[config.mk]
export PLATFORM = sky130hd
export DESIGN_NAME = sha256_message_hasher
export DESIGN_NICKNAME = d
export VERILOG_FILES = /design/src/hw/rtl/sha_pkg.sv /design/src/hw/rtl/sha_front.sv /design/src/hw/rtl/sha_fifo.sv /design/src/hw/rtl/sha_core.sv /design/src/hw/rtl/sha256_message_hasher.sv
export SDC_FILE = /design/constraint.sdc
export NUM_CORES = 2
export LEC_CHECK = 0
export BUFFER_PORTS_ARGS = -buffer_cell sky130_fd_sc_hd__buf_2
export CORE_MARGIN = 3
export CORE_UTILIZATION = 34
export DETAILED_ROUTE_END_ITERATION = 6
export GPL_TIMING_DRIVEN = 0
export PLACE_DENSITY = 0.55
export SLEW_MARGIN = 40
export SYNTH_ARGS = -nofsm -noshare
export SYNTH_HDL_FRONTEND = slang
export SYNTH_HIERARCHICAL = 1
export SYNTH_SLANG_ARGS = --single-unit
export TNS_END_PERCENT = 1
[constraint.sdc]
create_clock -name clock -period 29.3 [get_ports clock]
set_clock_uncertainty 0.1 [all_clocks]
set_input_delay 4.395 -clock clock [delete_from_list [all_inputs] [get_ports clock]]
set_output_delay 4.395 -clock clock [all_outputs]
set_load 0.01 [all_outputs]
[src/hw/rtl/sha_pkg.sv]
`timescale 1ns / 1ps
// ----------------------------------------------------------------------------
// SHA-256 package
// Round constants, initial hash values and shared types.
// ----------------------------------------------------------------------------
package sha_pkg;

   typedef logic [31:0] word_type;

   typedef struct packed {
      logic [31:0] word;
      logic        first;
      logic        fin;
   } beat_type;

   localparam logic [7:0] PAD_BYTE = 8'h80;

   localparam word_type ROUND_K [64] = '{
      32'h428a2f98,32'h71374491,32'hb5c0fbcf,32'he9b5dba5,32'h3956c25b,32'h59f111f1,
      32'h923f82a4,32'hab1c5ed5,32'hd807aa98,32'h12835b01,32'h243185be,32'h550c7dc3,
      32'h72be5d74,32'h80deb1fe,32'h9bdc06a7,32'hc19bf174,32'he49b69c1,32'hefbe4786,
      32'h0fc19dc6,32'h240ca1cc,32'h2de92c6f,32'h4a7484aa,32'h5cb0a9dc,32'h76f988da,
      32'h983e5152,32'ha831c66d,32'hb00327c8,32'hbf597fc7,32'hc6e00bf3,32'hd5a79147,
      32'h06ca6351,32'h14292967,32'h27b70a85,32'h2e1b2138,32'h4d2c6dfc,32'h53380d13,
      32'h650a7354,32'h766a0abb,32'h81c2c92e,32'h92722c85,32'ha2bfe8a1,32'ha81a664b,
      32'hc24b8b70,32'hc76c51a3,32'hd192e819,32'hd6990624,32'hf40e3585,32'h106aa070,
      32'h19a4c116,32'h1e376c08,32'h2748774c,32'h34b0bcb5,32'h391c0cb3,32'h4ed8aa4a,
      32'h5b9cca4f,32'h682e6ff3,32'h748f82ee,32'h78a5636f,32'h84c87814,32'h8cc70208,
      32'h90befffa,32'ha4506ceb,32'hbef9a3f7,32'hc67178f2
   };

   localparam word_type INIT_H [8] = '{
      32'h6a09e667,32'hbb67ae85,32'h3c6ef372,32'ha54ff53a,
      32'h510e527f,32'h9b05688c,32'h1f83d9ab,32'h5be0cd19
   };

endpackage

[src/hw/rtl/sha_front.sv]
`timescale 1ns / 1ps
// ----------------------------------------------------------------------------
// SHA-256 front end
// Takes message beats, counts length and emits padded 32-bit block words.
// ----------------------------------------------------------------------------
module sha_front (
   input  logic              clock,
   input  logic              reset,
   input  logic              req_push,
   output logic              req_full,
   input  logic [31:0]       req_data_word,
   input  logic [2:0]        req_byte_count,
   input  logic              req_last,
   output logic              wq_push,
   input  logic              wq_full,
   output sha_pkg::beat_type wq_beat
);

   typedef enum logic [3:0] {
      ST_IDLE  = 4'b0001,
      ST_EXTRA = 4'b0010,
      ST_ZERO  = 4'b0100,
      ST_LEN   = 4'b1000
   } state_type;

   state_type   state_ff, state_in;
   logic [3:0]  fill_ff, fill_in;
   logic [63:0] bytes_ff, bytes_in;
   logic        hi_ff, hi_in;
   logic        first_ff, first_in;
   logic [2:0]  cnt;
   logic [31:0] mask, padw, bits_hi, bits_lo;
   logic [63:0] bits;

   always_comb begin
      cnt = (req_byte_count > 3'd4) ? 3'd4 : req_byte_count;
      case (cnt)
         3'd0:    begin mask = 32'h0;        padw = {sha_pkg::PAD_BYTE, 24'h0}; end
         3'd1:    begin mask = 32'hff000000; padw = {8'h0, sha_pkg::PAD_BYTE, 16'h0}; end
         3'd2:    begin mask = 32'hffff0000; padw = {16'h0, sha_pkg::PAD_BYTE, 8'h0}; end
         3'd3:    begin mask = 32'hffffff00; padw = {24'h0, sha_pkg::PAD_BYTE}; end
         default: begin mask = 32'hffffffff; padw = 32'h0; end
      endcase
   end

   assign bits    = {bytes_ff[60:0], 3'b000};
   assign bits_hi = bits[63:32];
   assign bits_lo = bits[31:0];
   assign req_full = (state_ff != ST_IDLE) || wq_full;

   always_comb begin
      state_in = state_ff;
      fill_in  = fill_ff;
      bytes_in = bytes_ff;
      hi_in    = hi_ff;
      first_in = first_ff;
      wq_push  = 1'b0;
      wq_beat  = '{word: 32'h0, first: first_ff, fin: 1'b0};
      case (state_ff)
         ST_IDLE: begin
            if (req_push && !wq_full) begin
               wq_push = 1'b1;
               fill_in = fill_ff + 4'd1;
               first_in = 1'b0;
               if (!req_last) begin
                  wq_beat.word = req_data_word;
                  bytes_in = bytes_ff + 64'd4;
               end else begin
                  wq_beat.word = (req_data_word & mask) | padw;
                  bytes_in = bytes_ff + {61'h0, cnt};
                  if (cnt == 3'd4) state_in = ST_EXTRA;
                  else if (fill_ff == 4'd13) begin
                     state_in = ST_LEN;
                     hi_in = 1'b1;
                  end else state_in = ST_ZERO;
               end
            end
         end
         ST_EXTRA: begin
            if (!wq_full) begin
               wq_push = 1'b1;
               wq_beat.word = {sha_pkg::PAD_BYTE, 24'h0};
               fill_in = fill_ff + 4'd1;
               if (fill_ff == 4'd13) begin
                  state_in = ST_LEN;
                  hi_in = 1'b1;
               end else state_in = ST_ZERO;
            end
         end
         ST_ZERO: begin
            if (!wq_full) begin
               wq_push = 1'b1;
               fill_in = fill_ff + 4'd1;
               if (fill_ff == 4'd13) begin
                  state_in = ST_LEN;
                  hi_in = 1'b1;
               end
            end
         end
         ST_LEN: begin
            if (!wq_full) begin
               wq_push = 1'b1;
               fill_in = fill_ff + 4'd1;
               wq_beat.word = hi_ff ? bits_hi : bits_lo;
               hi_in = 1'b0;
               if (!hi_ff) begin
                  wq_beat.fin = 1'b1;
                  state_in = ST_IDLE;
                  bytes_in = 64'h0;
                  fill_in  = 4'd0;
                  first_in = 1'b1;
               end
            end
         end
         default: state_in = ST_IDLE;
      endcase
   end

   always_ff @(posedge clock) begin
      if (reset) begin
         state_ff <= ST_IDLE;
         fill_ff  <= 4'd0;
         bytes_ff <= 64'h0;
         hi_ff    <= 1'b0;
         first_ff <= 1'b1;
      end else begin
         state_ff <= state_in;
         fill_ff  <= fill_in;
         bytes_ff <= bytes_in;
         hi_ff    <= hi_in;
         first_ff <= first_in;
      end
   end

   a_len_at_end: assert property (@(posedge clock) disable iff (reset)
      (state_ff == ST_LEN && hi_ff) |-> fill_ff == 4'd14) else $error("len misplaced");
   a_fin_resets: assert property (@(posedge clock) disable iff (reset)
      (wq_push && wq_beat.fin) |=> (fill_ff == 4'd0 && bytes_ff == 64'h0))
      else $error("fin not cleared");
   a_busy_full: assert property (@(posedge clock) disable iff (reset)
      (state_ff != ST_IDLE) |-> req_full) else $error("accepting while padding");

endmodule

[src/hw/rtl/sha_fifo.sv]
`timescale 1ns / 1ps
// ----------------------------------------------------------------------------
// SHA-256 word queue
// Four-entry queue between front end and compression core.
// ----------------------------------------------------------------------------
module sha_fifo (
   input  logic              clock,
   input  logic              reset,
   input  logic              push,
   output logic              full,
   input  sha_pkg::beat_type din,
   input  logic              pop,
   output logic              empty,
   output sha_pkg::beat_type dout
);

   sha_pkg::beat_type mem_ff [4];
   logic [1:0] wp_ff, rp_ff;
   logic [2:0] cnt_ff;

   assign full  = cnt_ff[2];
   assign empty = (cnt_ff == 3'd0);
   assign dout  = mem_ff[rp_ff];

   always_ff @(posedge clock) begin
      if (push && !full) mem_ff[wp_ff] <= din;
   end

   always_ff @(posedge clock) begin
      if (reset) begin
         wp_ff <= 2'd0;
         rp_ff <= 2'd0;
         cnt_ff <= 3'd0;
      end else begin
         if (push && !full) wp_ff <= wp_ff + 2'd1;
         if (pop && !empty) rp_ff <= rp_ff + 2'd1;
         cnt_ff <= cnt_ff + {2'b0, push && !full} - {2'b0, pop && !empty};
      end
   end

   a_cnt_range: assert property (@(posedge clock) disable iff (reset)
      cnt_ff <= 3'd4) else $error("queue count overflow");
   a_ptr_gap: assert property (@(posedge clock) disable iff (reset)
      (wp_ff - rp_ff) == cnt_ff[1:0]) else $error("queue pointers diverge");
   a_hold: assert property (@(posedge clock) disable iff (reset)
      (empty && !push) |=> empty) else $error("queue filled without push");

endmodule

[src/hw/rtl/sha_core.sv]
`timescale 1ns / 1ps
// ----------------------------------------------------------------------------
// SHA-256 compression core
// Loads 16 words, runs 64 rounds at one per cycle, holds the digest.
// ----------------------------------------------------------------------------
module sha_core (
   input  logic              clock,
   input  logic              reset,
   input  logic              wq_empty,
   output logic              wq_pop,
   input  sha_pkg::beat_type wq_beat,
   output logic              rsp_empty,
   input  logic              rsp_pop,
   output logic [63:0]       rsp_digest_top,
   output logic [63:0]       rsp_digest_upper_mid,
   output logic [63:0]       rsp_digest_lower_mid,
   output logic [63:0]       rsp_digest_bottom
);

   typedef enum logic [2:0] {
      ST_LOAD  = 3'b001,
      ST_ROUND = 3'b010,
      ST_ADD   = 3'b100
   } state_type;

   state_type   state_ff, state_in;
   logic [31:0] w_ff [16];
   logic [31:0] h_ff [8];
   logic [31:0] dig_ff [8];
   logic [31:0] v_ff [8];
   logic [3:0]  wcnt_ff;
   logic [5:0]  rnd_ff;
   logic        fin_ff, first_ff;
   logic        out_v_ff;
   logic [31:0] s0, s1, wnew, t1, t2, e, a, wt;

   function automatic logic [31:0] rotr(input logic [31:0] x, input int n);
      rotr = (x >> n) | (x << (32 - n));
   endfunction

   assign wq_pop = (state_ff == ST_LOAD) && !wq_empty && !(wq_beat.fin && out_v_ff);
   assign rsp_empty = !out_v_ff;

   assign s0 = rotr(w_ff[1], 7) ^ rotr(w_ff[1], 18) ^ (w_ff[1] >> 3);
   assign s1 = rotr(w_ff[14], 17) ^ rotr(w_ff[14], 19) ^ (w_ff[14] >> 10);
   assign wnew = w_ff[0] + s0 + w_ff[9] + s1;
   assign wt = w_ff[0];
   assign e = v_ff[4];
   assign a = v_ff[0];
   assign t1 = v_ff[7] + (rotr(e, 6) ^ rotr(e, 11) ^ rotr(e, 25))
             + ((e & v_ff[5]) ^ (~e & v_ff[6])) + sha_pkg::ROUND_K[rnd_ff] + wt;
   assign t2 = (rotr(a, 2) ^ rotr(a, 13) ^ rotr(a, 22))
             + ((a & v_ff[1]) ^ (a & v_ff[2]) ^ (v_ff[1] & v_ff[2]));

   always_comb begin
      state_in = state_ff;
      case (state_ff)
         ST_LOAD:  if (wq_pop && wcnt_ff == 4'd15) state_in = ST_ROUND;
         ST_ROUND: if (rnd_ff == 6'd63) state_in = ST_ADD;
         ST_ADD:   state_in = ST_LOAD;
         default:  state_in = ST_LOAD;
      endcase
   end

   always_ff @(posedge clock) begin
      if (state_ff == ST_LOAD && wq_pop) begin
         w_ff[wcnt_ff] <= wq_beat.word;
         if (wcnt_ff == 4'd0) begin
            first_ff <= wq_beat.first;
            for (int i = 0; i < 8; i++)
               v_ff[i] <= wq_beat.first ? sha_pkg::INIT_H[i] : h_ff[i];
         end
         fin_ff <= wq_beat.fin;
      end else if (state_ff == ST_ROUND) begin
         for (int i = 0; i < 15; i++) w_ff[i] <= w_ff[i+1];
         w_ff[15] <= wnew;
         v_ff[7] <= v_ff[6]; v_ff[6] <= v_ff[5]; v_ff[5] <= v_ff[4];
         v_ff[4] <= v_ff[3] + t1;
         v_ff[3] <= v_ff[2]; v_ff[2] <= v_ff[1]; v_ff[1] <= v_ff[0];
         v_ff[0] <= t1 + t2;
      end
      if (state_ff == ST_ADD) begin
         for (int i = 0; i < 8; i++)
            h_ff[i] <= (first_ff ? sha_pkg::INIT_H[i] : h_ff[i]) + v_ff[i];
      end
      // final block result is parked so later blocks can run under it
      if (state_ff == ST_ADD && fin_ff) begin
         for (int i = 0; i < 8; i++)
            dig_ff[i] <= (first_ff ? sha_pkg::INIT_H[i] : h_ff[i]) + v_ff[i];
      end
   end

   assign rsp_digest_top       = {dig_ff[0], dig_ff[1]};
   assign rsp_digest_upper_mid = {dig_ff[2], dig_ff[3]};
   assign rsp_digest_lower_mid = {dig_ff[4], dig_ff[5]};
   assign rsp_digest_bottom    = {dig_ff[6], dig_ff[7]};

   always_ff @(posedge clock) begin
      if (reset) begin
         state_ff <= ST_LOAD;
         wcnt_ff  <= 4'd0;
         rnd_ff   <= 6'd0;
         out_v_ff <= 1'b0;
      end else begin
         state_ff <= state_in;
         if (wq_pop) wcnt_ff <= wcnt_ff + 4'd1;
         if (state_ff == ST_ROUND) rnd_ff <= rnd_ff + 6'd1;
         if (state_ff == ST_ADD && fin_ff) out_v_ff <= 1'b1;
         else if (rsp_pop && out_v_ff) out_v_ff <= 1'b0;
      end
   end

   a_round_wrap: assert property (@(posedge clock) disable iff (reset)
      (state_ff == ST_ROUND && rnd_ff == 6'd63) |=> state_ff == ST_ADD)
      else $error("round count lost");
   a_load_count: assert property (@(posedge clock) disable iff (reset)
      (state_ff == ST_ROUND) |-> wcnt_ff == 4'd0) else $error("load count off");
   a_out_hold: assert property (@(posedge clock) disable iff (reset)
      (out_v_ff && !rsp_pop) |=> $stable(rsp_digest_top)) else $error("digest changed");

endmodule

[src/hw/rtl/sha256_message_hasher.sv]
`timescale 1ns / 1ps
// ----------------------------------------------------------------------------
// SHA-256 message hasher
// Streams big-endian words into SHA-256 and returns one 256-bit digest per message.
// ----------------------------------------------------------------------------
// Input: push a beat while full is low. byte_count counts only with last.
// The front end pads the message and writes block words into a four-deep
// queue; the core loads 16 words, then runs 64 rounds at one per cycle plus
// a hash add step, so sustained throughput is bounded by the round loop.
// After last the front end inserts pad and length words, one per cycle while the queue has room.
// The digest shows up after the rounds and hash add of the final block and sits
// on rsp_ ports while rsp_empty is low; it leaves at the pop beat.
// If the receiver stalls, the next message is loaded and compressed until
// its final block, which waits for the held digest to be taken.
// Reset clears counters and control state; the next beat starts a new message.
// ----------------------------------------------------------------------------
module sha256_message_hasher (
   input  logic        clock,
   input  logic        reset,
   input  logic        req_push,
   output logic        req_full,
   input  logic [31:0] req_data_word,
   input  logic [2:0]  req_byte_count,
   input  logic        req_last,
   output logic        rsp_empty,
   input  logic        rsp_pop,
   output logic [63:0] rsp_digest_top,
   output logic [63:0] rsp_digest_upper_mid,
   output logic [63:0] rsp_digest_lower_mid,
   output logic [63:0] rsp_digest_bottom
);

   logic wq_push, wq_full, wq_pop, wq_empty;
   sha_pkg::beat_type wq_din, wq_dout;

   sha_front u_front (
      .clock, .reset, .req_push, .req_full, .req_data_word, .req_byte_count,
      .req_last, .wq_push, .wq_full, .wq_beat(wq_din)
   );

   sha_fifo u_fifo (
      .clock, .reset, .push(wq_push), .full(wq_full), .din(wq_din),
      .pop(wq_pop), .empty(wq_empty), .dout(wq_dout)
   );

   sha_core u_core (
      .clock, .reset, .wq_empty, .wq_pop, .wq_beat(wq_dout), .rsp_empty, .rsp_pop,
      .rsp_digest_top, .rsp_digest_upper_mid, .rsp_digest_lower_mid,
      .rsp_digest_bottom
   );

endmodule

==> metrics <==
worst hold start u_front/first_ff; DR iter-0 viols 6,687; Critical-path top delay cell dfxtp_1; row count 184; mean post-synth cell area 11.5 um^2; Crit Reg-Reg Startpoint u_core/rnd_ff[1]; Seq/Total Area, Yosys 51.5%; normalized max-slew margin 36.7%; slowest stage delay, CP 0.85 ns; DRT Pass-1 Iters 6; GPL Wtd Cong 0.978; IO buf count 297; Routed Antenna Nets 0; final hold violation count 0; pin count of the biggest net entering global routing 48; vias per cell 5.50; wire length per cell 27.3 um; fin crit share 40.7%; syn_nets 8,135; # resized after CTS 0; Core ar. 252,000 um^2; worst reg-to-reg setup slack 17.38 ns; Synth area leader edfxtp_1; Synth area leaders edfxtp_1 (49%), ha_1 (5.9%), a21o_1 (5.8%); worst slew pin tran 0.950 ns; GRT Util Overall 23.7%; count leader, synth edfxtp_1; detailed placement HPWL 247,000 um; worst-skew pair later-pin latency 0.83 ns; Final min period 11.92 ns; clock tree buffer depth 3; outcome completed; Mapped Cells 7,489; via count 63,500; Post-CTS Hold Fix Bufs 0; reg2reg end u_core/v_ff[0][31]; vias in the first global route 62,000; TritonCTS clock tree yes; area share of the largest cell type after synthesis 49.3%; initial antenna violation count 7; required time worst endpoint 29.76 ns; Initial Utilization 34.3%; maximum fanout along the worst path 12; Post-synth EDFFs 1,418; crit start category flip-flop; TritonCTS buffer count 171; grt total ovfl 0; post-synthesis register bit count 1,512; first-pass GRT wire length 449,000 um; post-layout net count 8,715; setup TNS 0 ns; Final setup viols 0; reg2reg path depth 37; Area Overhead vs Synth 15.3%; max-slew violations 0; RSZ-0062 raised after global routing no; IO Pins 298; max-cap violation count 0; Chip Height 510 um; share of layout cells above drive strength 1 12.4%; synth warn 6; Clock Root Buffer clkbuf_16; Hold EP u_front/first_ff; post-CTS setup buffer count 0; most used flip-flop cell after synthesis edfxtp_1; worst hold path type reg -> reg; drt total wl 316,000 um; kind of critical path reg -> reg; clk sinks 1,512; FMAX 83.9 MHz; H-tree levels 4; DRC viols 0; Post-synth ARST share 0%; critical path endpoint category flip-flop; Post-Syn Area 86,400 um^2; clock-pin slew on the worst setup and hold paths 0.06 ns; die area 260,000 um^2; worst hold stages 2; Critical Path AT 12.38 ns; Distinct cells, synth 98; die width 510 um; synth cell count leaders edfxtp_1 (1,418), nand2_1 (678), a21o_1 (662), xnor2_1 (489), o21ai_0 (423)
[per-layer routing]
layer	vias to the layer above	global-route usage (%)	part of all wire, %
met5	-	0	0.0086
met4	4	8.89	4.3
met3	533	3.75	6.9
met2	2578	38.2	46
met1	32000	32.2	43
li1	28500	-	-
[worst max-delay path, delay by kind of cell, from the launching register on]
family / cells / cell delay, ns
buffers and inverters: 4 / 1.22
XOR/XNOR: 3 / 0.83
AO/OA/AOI/OAI: 19 / 4.70
flip-flops: 1 / 0.85
adder cells (fa/ha/maj): 8 / 3.56
AND/OR/NAND/NOR: 3 / 0.37
[sequential cells by signal (all words and copies together) (netlist names), named ones only]
name              flops
u_front/hi_ff         1
u_core/w_ff         512
u_core/first_ff       1
u_front/bytes_ff     61
u_core/state_ff       3
u_core/out_v_ff       1
u_front/first_ff      1
u_core/fin_ff         1
u_core/wcnt_ff        4
u_core/v_ff         256
u_fifo/cnt_ff         3
u_core/dig_ff       256
u_fifo/mem_ff       136
u_core/h_ff         256
u_fifo/rp_ff          2
u_front/fill_ff       4
u_fifo/wp_ff          2
u_front/state_ff      4
u_core/rnd_ff         6
[layout make-up]
class / instances / area [um^2]
Timing Repair Buffer: 407 / 2880
Buffer: 417 / 1700
Sequential cell: 1512 / 44500
Multi-Input combinational cell: 5311 / 39600
Inverter: 249 / 935
Tap cell: 3348 / 4190
Fill cell: 24300 / 153000
Clock buffer: 201 / 4520
Clock inverter: 114 / 1270
Antenna cell: 2 / 5.00
[cells in the final DEF (no fill, tap or decap), drive strengths merged, types with 94 or more instances in the layout]
cell and instances:
edfxtp 1418, nand2 679, a21o 663, clkbuf 579, xnor2 489, o21ai 455
buf 446, a21oi 425, ha 409, nor2 284, inv 270, fa 197
nor2b 187, or2 151, xor2 130, nand3b 122, nand3 106, dfxtp 94
[worst max-delay path by stage]
stage	slack [ns]	cells past startpoint	to	startpoint
2_1_floorplan	2.56	2	u_core/dig_ff[0][0]	u_core/state_ff[2]
3_3_place_gp	-13.18	2	u_core/dig_ff[0][119]	u_core/state_ff[2]
3_5_place_dp	17.69	35	u_core/v_ff[0][31]	u_core/rnd_ff[1]
4_1_cts	17.70	35	u_core/v_ff[0][31]	u_core/rnd_ff[1]
5_1_grt	16.99	37	u_core/v_ff[0][31]	u_core/rnd_ff[1]
6_report	17.38	37	u_core/v_ff[0][31]	u_core/rnd_ff[1]
[kinds of logic after synthesis]
kind of cell             after synthesis  share of synthesized area [%]
AO/OA/AOI/OAI                       1969                           14.9
XOR/XNOR                             619                           6.28
adder cells (fa/ha/maj)              637                           10.8
buffers and inverters                666                           2.98
flip-flops                          1512                           51.5
multiplexers                         114                           1.93
AND/OR/NAND/NOR                     1972                           11.6
[stage by stage]
step | utilization (%) | setup WS (ns) | hold WS, ns | std cells | area (um^2)
floorplan | - | 2.56 | 0.323 | 7489 | 86400
global placement | 36.5 | -13.18 | 0.368 | 11100 | 92100
detailed placement | 37.2 | 17.69 | 0.375 | 11200 | 93800
CTS | 39.5 | 17.70 | 0.383 | 11600 | 99500
global route | 39.5 | 16.99 | 0.394 | 11600 | 99600
finish | 39.5 | 17.38 | 0.383 | 11600 | 99600
Power is left out: the tool's default activity adds up to more than one toggle a clock period on the data nets, which glitch-free logic cannot reach.
